===== src/design/pq_pkg.sv =====
package pq_pkg;

    // Default number of palette slots
    localparam int PALETTE_DEPTH_DEF = 16;

    // Register map, as word indexes
    localparam logic REG_PALETTE_COUNT = 1'b0;
    localparam logic REG_QUIET_MODE    = 1'b1;

    localparam logic [4:0] PALETTE_COUNT_RESET = 5'd14;

    // Item kinds carried in tuser
    localparam logic OP_QUANTIZE = 1'b0;
    localparam logic OP_LOAD     = 1'b1;

    // Slot that holds the quiet base tone when the count is two or more
    localparam int QUIET_ENTRY = 1;

    localparam int CHAN_W  = 8;
    localparam int COLOR_W = 3 * CHAN_W;
    localparam int SQ_W    = 2 * CHAN_W;
    localparam int DIST_W  = SQ_W + 2;
    localparam int SLOT_W  = 4;
    localparam int APB_AW  = 3;

endpackage


===== src/design/palette_quantizer.sv =====
// Channel    | Direction | Word contents (lowest bit first)
// -----------+-----------+------------------------------------------------------
// s_axis     | in        | tuser: operation; tdata: entry_index, red, green, blue
// m_axis     | out       | tuser: quieted; tdata: red, green, blue, nearest_index
// APB        | in        | reg 0 palette_count at 0x0, reg 1 quiet_mode at 0x4
//
// A load word is written straight into the palette memory.
// A quantize word sweeps n entries, n being the active count clamped to
// 1..PALETTE_DEPTH: the single read port of the palette memory delivers one
// entry per cycle, followed by a squaring stage and a compare stage.
// Reset clears control state only; the palette holds no value until loaded.
// A waiting result does not block input; a finished search holds until the
// output register is free.

module palette_quantizer #(
    parameter int PALETTE_DEPTH = pq_pkg::PALETTE_DEPTH_DEF
) (
    input  logic                     i_clk,
    input  logic                     i_rst_n,
    // APB configuration port
    input  logic                     psel,
    input  logic                     penable,
    input  logic                     pwrite,
    input  logic [pq_pkg::APB_AW-1:0] paddr,
    input  logic [31:0]              pwdata,
    output logic [31:0]              prdata,
    output logic                     pready,
    // Input stream
    input  logic                     s_axis_tvalid,
    output logic                     s_axis_tready,
    input  logic [31:0]              s_axis_tdata,  // entry_index[3:0], red[11:4],
                                                    // green[19:12], blue[27:20]
    input  logic                     s_axis_tuser,  // operation
    // Output stream
    output logic                     m_axis_tvalid,
    input  logic                     m_axis_tready,
    output logic [31:0]              m_axis_tdata,  // red[7:0], green[15:8],
                                                    // blue[23:16], nearest_index[27:24]
    output logic                     m_axis_tuser   // quieted
);
    import pq_pkg::*;

    localparam int IDX_W = (PALETTE_DEPTH > 1) ? $clog2(PALETTE_DEPTH) : 1;
    localparam int CNT_W = $clog2(PALETTE_DEPTH + 1);

    typedef enum logic [1:0] {
        ST_IDLE,
        ST_SWEEP,
        ST_DRAIN
    } t_state;

    t_state r_state;

    logic [4:0]         r_palette_count;
    logic               r_quiet_mode;

    logic [COLOR_W-1:0] r_palette [PALETTE_DEPTH];
    logic [COLOR_W-1:0] r_rd_data;

    logic [CNT_W-1:0]   r_n;
    logic [IDX_W-1:0]   r_last_idx;
    logic [IDX_W-1:0]   r_quiet_idx;
    logic [IDX_W-1:0]   r_issue_idx;
    logic [COLOR_W-1:0] r_pix;

    logic               r_p1_vld;
    logic [IDX_W-1:0]   r_p1_idx;
    logic               r_p2_vld;
    logic [IDX_W-1:0]   r_p2_idx;
    logic [COLOR_W-1:0] r_p2_color;
    logic [SQ_W-1:0]    r_p2_sq_r;
    logic [SQ_W-1:0]    r_p2_sq_g;
    logic [SQ_W-1:0]    r_p2_sq_b;

    logic [DIST_W-1:0]  r_best_dist;
    logic [IDX_W-1:0]   r_best_idx;
    logic [COLOR_W-1:0] r_best_color;
    logic [COLOR_W-1:0] r_quiet_color;

    logic               in_acc;
    logic               in_is_load;
    logic [SLOT_W-1:0]  in_slot;
    logic [COLOR_W-1:0] in_pix;
    logic               mem_we;
    logic               mem_re;
    logic [CNT_W-1:0]   n_n;
    logic               cfg_we;
    logic               search_done;
    logic               out_free;
    logic               quiet_sel;
    logic [COLOR_W-1:0] out_color;
    logic [CHAN_W-1:0]  dr, dg, db;
    logic [DIST_W-1:0]  cand_dist;

    // ---------------------------------------------------------------- APB
    assign pready = 1'b1;
    assign cfg_we = psel && penable && pwrite;

    always_comb begin
        prdata = '0;
        unique case (paddr[2])
            REG_PALETTE_COUNT: prdata = {27'd0, r_palette_count};
            REG_QUIET_MODE:    prdata = {31'd0, r_quiet_mode};
            default:           prdata = '0;
        endcase
    end

    always_ff @(posedge i_clk) begin
        if (!i_rst_n) begin
            r_palette_count <= PALETTE_COUNT_RESET;
            r_quiet_mode    <= 1'b0;
        end else if (cfg_we) begin
            if (paddr[2] == REG_PALETTE_COUNT) begin
                r_palette_count <= pwdata[4:0];
            end else begin
                r_quiet_mode <= pwdata[0];
            end
        end
    end

    // ---------------------------------------------------------- input side
    assign s_axis_tready = (r_state == ST_IDLE);
    assign in_acc        = s_axis_tvalid && s_axis_tready;
    assign in_is_load    = (s_axis_tuser == OP_LOAD);
    assign in_slot       = s_axis_tdata[SLOT_W-1:0];
    assign in_pix        = s_axis_tdata[SLOT_W +: COLOR_W];

    // Slots beyond the memory are silently dropped.
    assign mem_we = in_acc && in_is_load && (int'(in_slot) < PALETTE_DEPTH);
    assign mem_re = (r_state == ST_SWEEP);

    // Active count, clamped into 1..PALETTE_DEPTH.
    always_comb begin
        if (r_palette_count == 5'd0) begin
            n_n = CNT_W'(1);
        end else if (int'(r_palette_count) > PALETTE_DEPTH) begin
            n_n = CNT_W'(PALETTE_DEPTH);
        end else begin
            n_n = CNT_W'(r_palette_count);
        end
    end

    // ------------------------------------------------------ palette memory
    always_ff @(posedge i_clk) begin
        if (mem_we) begin
            r_palette[IDX_W'(in_slot)] <= in_pix;
        end
        if (mem_re) begin
            r_rd_data <= r_palette[r_issue_idx];
        end
    end

    // ------------------------------------------------------------- datapath
    always_comb begin
        dr = (r_rd_data[23:16] > r_pix[23:16]) ? r_rd_data[23:16] - r_pix[23:16]
                                               : r_pix[23:16] - r_rd_data[23:16];
        dg = (r_rd_data[15:8] > r_pix[15:8]) ? r_rd_data[15:8] - r_pix[15:8]
                                             : r_pix[15:8] - r_rd_data[15:8];
        db = (r_rd_data[7:0] > r_pix[7:0]) ? r_rd_data[7:0] - r_pix[7:0]
                                           : r_pix[7:0] - r_rd_data[7:0];
    end

    assign cand_dist = DIST_W'(r_p2_sq_r) + DIST_W'(r_p2_sq_g) + DIST_W'(r_p2_sq_b);

    always_ff @(posedge i_clk) begin
        if (in_acc && !in_is_load) begin
            r_pix       <= in_pix;
            r_n         <= n_n;
            r_last_idx  <= IDX_W'(n_n - CNT_W'(1));
            r_quiet_idx <= (n_n >= CNT_W'(2)) ? IDX_W'(QUIET_ENTRY) : '0;
        end

        r_p1_idx <= r_issue_idx;

        if (r_p1_vld) begin
            r_p2_sq_r  <= SQ_W'(dr) * SQ_W'(dr);
            r_p2_sq_g  <= SQ_W'(dg) * SQ_W'(dg);
            r_p2_sq_b  <= SQ_W'(db) * SQ_W'(db);
            r_p2_color <= r_rd_data;
            r_p2_idx   <= r_p1_idx;
            if (r_p1_idx == r_quiet_idx) begin
                r_quiet_color <= r_rd_data;
            end
        end

        // Strictly smaller replaces the best, so ties keep the lower index.
        if (r_p2_vld && ((r_p2_idx == '0) || (cand_dist < r_best_dist))) begin
            r_best_dist  <= cand_dist;
            r_best_idx   <= r_p2_idx;
            r_best_color <= r_p2_color;
        end
    end

    // -------------------------------------------------------- result select
    assign search_done = (r_state == ST_DRAIN) && !r_p1_vld && !r_p2_vld;
    assign out_free    = !m_axis_tvalid || m_axis_tready;
    assign quiet_sel   = r_quiet_mode && (CNT_W'(r_best_idx) < (r_n >> 1));

    always_comb begin
        if (!r_quiet_mode) begin
            out_color = r_best_color;
        end else if (quiet_sel) begin
            out_color = r_quiet_color;
        end else begin
            out_color = r_pix;
        end
    end

    // --------------------------------------------------------- sequencer
    always_ff @(posedge i_clk) begin
        if (!i_rst_n) begin
            r_state       <= ST_IDLE;
            r_issue_idx   <= '0;
            r_p1_vld      <= 1'b0;
            r_p2_vld      <= 1'b0;
            m_axis_tvalid <= 1'b0;
        end else begin
            r_p1_vld <= mem_re;
            r_p2_vld <= r_p1_vld;

            // The output register takes a finished result or empties once read.
            if (search_done && out_free) begin
                m_axis_tvalid <= 1'b1;
            end else if (m_axis_tready) begin
                m_axis_tvalid <= 1'b0;
            end

            unique case (r_state)
                ST_IDLE: begin
                    r_issue_idx <= '0;
                    if (in_acc && !in_is_load) begin
                        r_state <= ST_SWEEP;
                    end
                end
                ST_SWEEP: begin
                    r_issue_idx <= r_issue_idx + 1'b1;
                    if (r_issue_idx == r_last_idx) begin
                        r_state <= ST_DRAIN;
                    end
                end
                ST_DRAIN: begin
                    if (search_done && out_free) begin
                        m_axis_tdata  <= {4'd0, SLOT_W'(r_best_idx), out_color};
                        m_axis_tuser  <= quiet_sel;
                        r_state       <= ST_IDLE;
                    end
                end
                default: r_state <= ST_IDLE;
            endcase
        end
    end

    // ---------------------------------------------------------- assertions
    a_write_only_idle: assert property (@(posedge i_clk) disable iff (!i_rst_n)
        mem_we |-> r_state == ST_IDLE)
        else $error("palette written while a search runs");

    a_quantize_starts_sweep: assert property (@(posedge i_clk) disable iff (!i_rst_n)
        (in_acc && !in_is_load) |=> r_state == ST_SWEEP)
        else $error("quantize word did not start a sweep");

    a_pipe_only_busy: assert property (@(posedge i_clk) disable iff (!i_rst_n)
        (r_p1_vld || r_p2_vld) |-> r_state == ST_DRAIN || r_state == ST_SWEEP)
        else $error("compare pipeline busy outside a search");

    a_result_loaded: assert property (@(posedge i_clk) disable iff (!i_rst_n)
        (search_done && out_free) |=> m_axis_tvalid && r_state == ST_IDLE)
        else $error("finished search did not produce a result");

endmodule


===== config.mk =====
export PLATFORM = sky130hd
export DESIGN_NAME = palette_quantizer
export DESIGN_NICKNAME = d
export VERILOG_FILES = /design/src/design/pq_pkg.sv /design/src/design/palette_quantizer.sv
export SDC_FILE = /design/constraint.sdc
export NUM_CORES = 1
export LEC_CHECK = 0
export BUFFER_PORTS_ARGS = -buffer_cell sky130_fd_sc_hd__buf_2
export CORE_AREA = 2 2 264 370
export CTS_CLUSTER_SIZE = 25
export DETAILED_ROUTE_END_ITERATION = 8
export DIE_AREA = 0 0 266 372
export SYNTH_ARGS = -nofsm -noshare
export SYNTH_HDL_FRONTEND = slang
export SYNTH_SLANG_ARGS = --single-unit

===== constraint.sdc =====
create_clock -name i_clk -period 16.4 [get_ports i_clk]
set_input_delay 0 -clock i_clk [delete_from_list [all_inputs] [get_ports i_clk]]
set_output_delay 0 -clock i_clk [all_outputs]
set_load 0.05 [all_outputs]

; ---- Yosys cells after proc, flatten, opt, wreduce, memory -nomap -nowiden
; Memories as Yosys holds them, arrays and structs flattened. A register that Yosys moved wholly into a read port is not among the register bits.
; Index checks and enable logic that the tools add are counted.
; Widths: inputs -> output; s select.
[word_totals]
out_inout_bits = 68
mem_count = 1
mem_bits_rw = 384
elab_cells = 96
register_bits = 231
[classes]
multipliers = 3
n_eq_ne = 7
n_reduce_logical = 26
n_mux = 18
n_bitwise = 1
order_cmp = 7
addsub = 10
[memory_table]
columns = memory, words, width, rd, rd_ports_with_merged_regs, wr, line
row1 = r_palette, 16, 24, 1, 1, 1, palette_quantizer.sv:57  ; logic [COLOR_W-1:0] r_palette [PALETTE_DEPTH];
[ops]
columns = operator, n
row1 = $pmux 32 s2, 1
row2 = $mul 8x8->16, 3
row3 = $mux 24, 2
row4 = $sub 8x8->8, 6
row5 = $gt 8x8->1, 3
row6 = $mux 8, 3
row7 = $add 17x16->18, 1
row8 = $lt 18x18->1, 1
row9 = $add 16x16->17, 1
row10 = $logic_and 1x1->1, 10
row11 = $mux 5, 2
row12 = $eq 4x4->1, 2
row13 = $pmux 4 s2, 1
row14 = $mux 2, 3
row15 = $ne 2x1->1 const B, 3
row16 = $pmux 2 s3, 1
row17 = $reduce_and 2->1, 3
row18 = $reduce_and 3->1, 2
row19 = $ge 5x2->1 const B, 1
row20 = $gt 5x5->1 const B, 1
row21 = $logic_not 5->1, 1
row22 = $mux 1, 5
row23 = $add 4x1->4 const B, 1
row24 = $logic_not 1->1, 4
row25 = other kinds (9), 11

; ---- Longest topological paths before layout
[depth]
ltp_word = 6
mapped_depth = 27
ltp_nobuf = 27

; ---- Least setup slack after synthesis
; Ideal clock, no wire load.
[synth_timing]
path_kind = flip-flop to flip-flop
startpoint = reg r_p2_sq_r[4]
endpoint = reg r_best_color[0] (enable)
t_arrival_ns = 5.988
setup_time_ns = 0.477
path_buffers = 0
setup_slack_ns = 9.935
path_stages_with_launch = 15
cell_sequence = edfxtp_1 fa_1 ha_1 o21a_1 a2111oi_0 o211ai_1 o211ai_1 a21oi_1 mux2i_1 or4_1 ha_1 a21o_1 a21oi_1 o21ai_0 a31oi_1
[synth_via]
elab_chain_len = 5
[synth_lines]
columns = item, line
row1 = from (decl), palette_quantizer.sv:71  ; logic [SQ_W-1:0] r_p2_sq_r;
row2 = from (signal assigned), palette_quantizer.sv:176  ; r_p2_sq_r <= SQ_W'(dr) * SQ_W'(dr);
row3 = $add 16x16->17, palette_quantizer.sv:163  ; assign cand_dist = DIST_W'(r_p2_sq_r) + DIST_W'(r_p2_sq_g) + DIST_W'(r_p2_sq_b);
row4 = $add 17x16->18, palette_quantizer.sv:163
row5 = via cand_dist[16], palette_quantizer.sv:93  ; logic [DIST_W-1:0] cand_dist;
row6 = $lt 18x18->1, palette_quantizer.sv:187  ; if (r_p2_vld && ((r_p2_idx == '0) || (cand_dist < r_best_dist))) begin
row7 = $logic_or 1x1->1, palette_quantizer.sv:187
row8 = $logic_and 1x1->1, palette_quantizer.sv:187
row9 = to (signal assigned), palette_quantizer.sv:190  ; r_best_color <= r_p2_color;
row10 = to (decl), palette_quantizer.sv:77  ; logic [COLOR_W-1:0] r_best_color;
; The timed path passes the listed nets, and every way through them passes these cells.
; A chain may end at the register's enable or synchronous reset.

; ---- Worst setup path after layout
[layout_timing]
startpoint = reg r_rd_data[16], read port of r_palette
endpoint = reg r_p2_sq_r[13] (data pin)
[layout_via]
elab_chain_len = 3
word_cells_on_any_way = 5
[layout_lines]
columns = item, line
row1 = from (decl), palette_quantizer.sv:58  ; logic [COLOR_W-1:0] r_rd_data;
row2 = "$sub 8x8->8, or another cell as far along", palette_quantizer.sv:156  ; : r_pix[23:16] - r_rd_data[23:16];
row3 = $mux 8 (*), palette_quantizer.sv:155  ; dr = (r_rd_data[23:16] > r_pix[23:16]) ? r_rd_data[23:16] - r_pix[23:16]
row4 = $mul 8x8->16 (*), palette_quantizer.sv:176
; Every way passes the cells marked *; elsewhere a longest branch is shown, timed or not.

==> results.md <==
- Status: finished, final reports clean
- Syn-to-layout area delta: 13.4%
- Min-Delay Path Class: primary input to flop
- Post-synthesis register bit count: 632
- Clk root buf: clkbuf_16
- Clock buffer depth: 3
- Final net count: 2512
- Synthesized area per cell: 15.5 sq um
- Final core occ: around 37%
- Layout Cells excl Fill: 3453
- CP required: between 15 and 20 ns
- Number of buffers created by CTS: 56
- Fillcell total: just under 9000
- Gpl congestion: roughly 0.81
- Vert. Die Dim: 372 um
- Yosys cell types: just over 70
- Max VDD drop: 0.146 mV
- Die width: 266 um
- Pin count of the biggest net entering global routing: 70
- Largest area contributor in the netlist: edfxtp_1
- Kind of start point of the critical path: flop
- Reg2Reg Depth: 25
- Reg clk slew, reported paths: 0.07 ns
- Mapped cell area: 31300 sq um
- Fin area: between 30000 and 40000 sq um
- Initial DRC Count: 1091
- Register area: 18800 sq um
- Final Power: 6.31 mW
- Antenna viol nets, final: 0
- DR vias: 16600
- Max Cap Viol: 0
- Worst slew pin tran: 0.974 ns
- Ys Warns: 0
- Top_reg_cell synth: edfxtp_1
- RSZ-0062 raised after global routing: false
- First-pass GRT wire length: 101000 um
- Remaining global-route overflow: 0
- Clock sink count: 632
- Pre-CTS setup slack: 9.29 ns
- H-tree lvl count: 2
- Clock Skews: 0.0497 ns
- Initial antenna violation count: 6
- Post-synth top area share: 58.8%
- Post-synthesis sequential area ratio: 60.0%
- CTS Hold Bufs: 46
- Tot GR Track Use: 13.3%
- Setup crit end kind: flop
- Num ports: around 140
- EDFF count, synth: 613
- Setup_tns: 0 ns
- Max Freq: roughly 0.14 GHz
- Kind of critical path: flop to flop
- Slew HR: 33.2%
- Post-Synthesis Cells: 2021
- CTS resizes: 0
- Post-DP HPWL: 44400 um
- Fin crit period: 7.17 ns
- DRC: 0
- Setup ws final: 9.23 ns
- Final WL: approximately 65000 um
- Core area: 95900 sq um
- P_leak: 13.0 nW
- Post-synth top cells: 613 x edfxtp_1, 224 x inv_1, 170 x ha_1
- Power per Cell Area: 178 nW/um^2
- Initial Util: 32.7%
- Final Hold Fails: 0
- Post-DR vias/cell: 4.81
- Postcts setup bufs: 0
- CTS tree: built
- Placed Area: 33200 sq um
- FP Rows: 135
- Die footprint: 99000 sq um
- Final hold slack: 0.148 ns
- Ratio of cells with drive above 1 in the final layout: 16.8%
- Routed wire per std cell: 18.9 um
- Number of global-route vias before repair: between 15000 and 20000
- Crit path DAT: 7.54 ns
- DRT Pass-1 Iters: 7
- Worst hold path stage count: 4
- Post-synth ARST share: 0%
- Clock latency on the worst-skew pair: 0.65 ns
- Crit-path max FO: 9
- Part of the cycle the worst path needs: ~44%
- Post-Place Cells: 3299
- Count leader, synth: edfxtp_1
- Setup-failing EPs final: 0
- Multi-input logic area: 11400 sq um
- PortBufs: slightly below 80
- Pins Over Slew Limit: 0
- Synth area leaders: edfxtp_1 59%, mux4_2 8.6%, ha_1 6.8%
[final timing paths]
path	startpoint	end	slack [ns]
worst max-delay path	r_rd_data[16]	r_p2_sq_r[13]	9.23
worst min-delay path	s_axis_tvalid	r_last_idx[1]	0.15
worst max register to register	r_rd_data[16]	r_p2_sq_r[13]	9.23
worst min register to register	r_p2_color[11]	r_best_color[11]	0.39
[metal layers]
metal | vias to the layer above | global-route usage, % | part of all wire [%]
met5 | - | 0 | 0.017
met2 | 301 | 26.1 | 56
li1 | 7716 | - | -
met3 | 112 | 1.77 | 3.3
met1 | 8474 | 14.2 | 37
met4 | 2 | 5.11 | 3.5
[worst max-delay path: stages, from the launching register on]
cell and delay (ns):
edfxtp_1 0.44, inv_1 0.09, ha_1 0.18, inv_1 0.06, fa_1 0.38, a21o_1 0.22
nand4_1 0.11, a31o_1 0.38, mux2i_1 0.27, xor2_1 0.62, or2_2 0.26, inv_1 0.06
fa_1 0.46, fa_1 0.50, ha_1 0.29, inv_1 0.05, fa_1 0.48, inv_1 0.04
ha_1 0.31, a21o_1 0.19, a21oi_1 0.23, o21bai_1 0.14, a2111oi_0 0.71, o31ai_1 0.16
a21oi_1 0.20, xnor2_1 0.10
[registers in the layout, summed over array words and instances (netlist names), 2 cells and up]
signal,count
m_axis_tdata,28
r_best_color,24
r_best_dist,18
r_best_idx,4
r_issue_idx,4
r_last_idx,4
r_n,4
r_p1_idx,4
r_p2_color,24
r_p2_idx,4
r_p2_sq_b,15
r_p2_sq_g,15
r_p2_sq_r,15
r_palette,384
r_palette_count,5
r_pix,24
r_quiet_color,24
r_rd_data,24
r_state,2
[cells in the final DEF, fill, tap and decap left out, types with 18 or more instances in the layout]
master / instances
edfxtp_1: 613
inv_1: 224
ha_1: 170
mux4_2: 120
nor2_1: 110
fa_1: 97
buf_2: 77
a21oi_1: 71
clkbuf_16: 56
dlygate4sd3_1: 46
xnor2_1: 45
nor2b_1: 44
nand2_1: 36
conb_1: 35
o21ai_0: 32
buf_4: 32
a21o_1: 30
a221o_1: 24
xor2_1: 23
mux2i_1: 20
nor3_1: 18
[layout make-up]
class	count	share of cell area, %
flip-flops and latches	632	52.9
multi-input cells	1101	32.0
well taps	1233	4.34
clock buffers	67	4.09
repair buffers	155	3.06
inverters	224	2.37
clock inverters	39	1.15
diodes	2	0.0141
[logic make-up after synthesis]
group	count (synthesis)	share of synthesized area [%]
flip-flops	632	60.0
AND/OR/NAND/NOR	333	5.36
buffers and inverters	321	4.37
adder cells (fa/ha/maj)	267	13.0
AO/OA/AOI/OAI	243	5.27
multiplexers	146	9.57
XOR/XNOR	77	2.44
other	2	0.0240
[power breakdown]
part | switching, mW | total, mW | internal, mW | leakage, nW
Clock | 0.596 | 1.33 | 0.733 | 0.902
Sequential | 0.0391 | 2.03 | 1.99 | 5.69
Combinational | 1.68 | 2.95 | 1.27 | 6.40
Total | 2.31 | 6.31 | 4.00 | 13.0
Note: power is estimated with default switching activity, not from simulation.
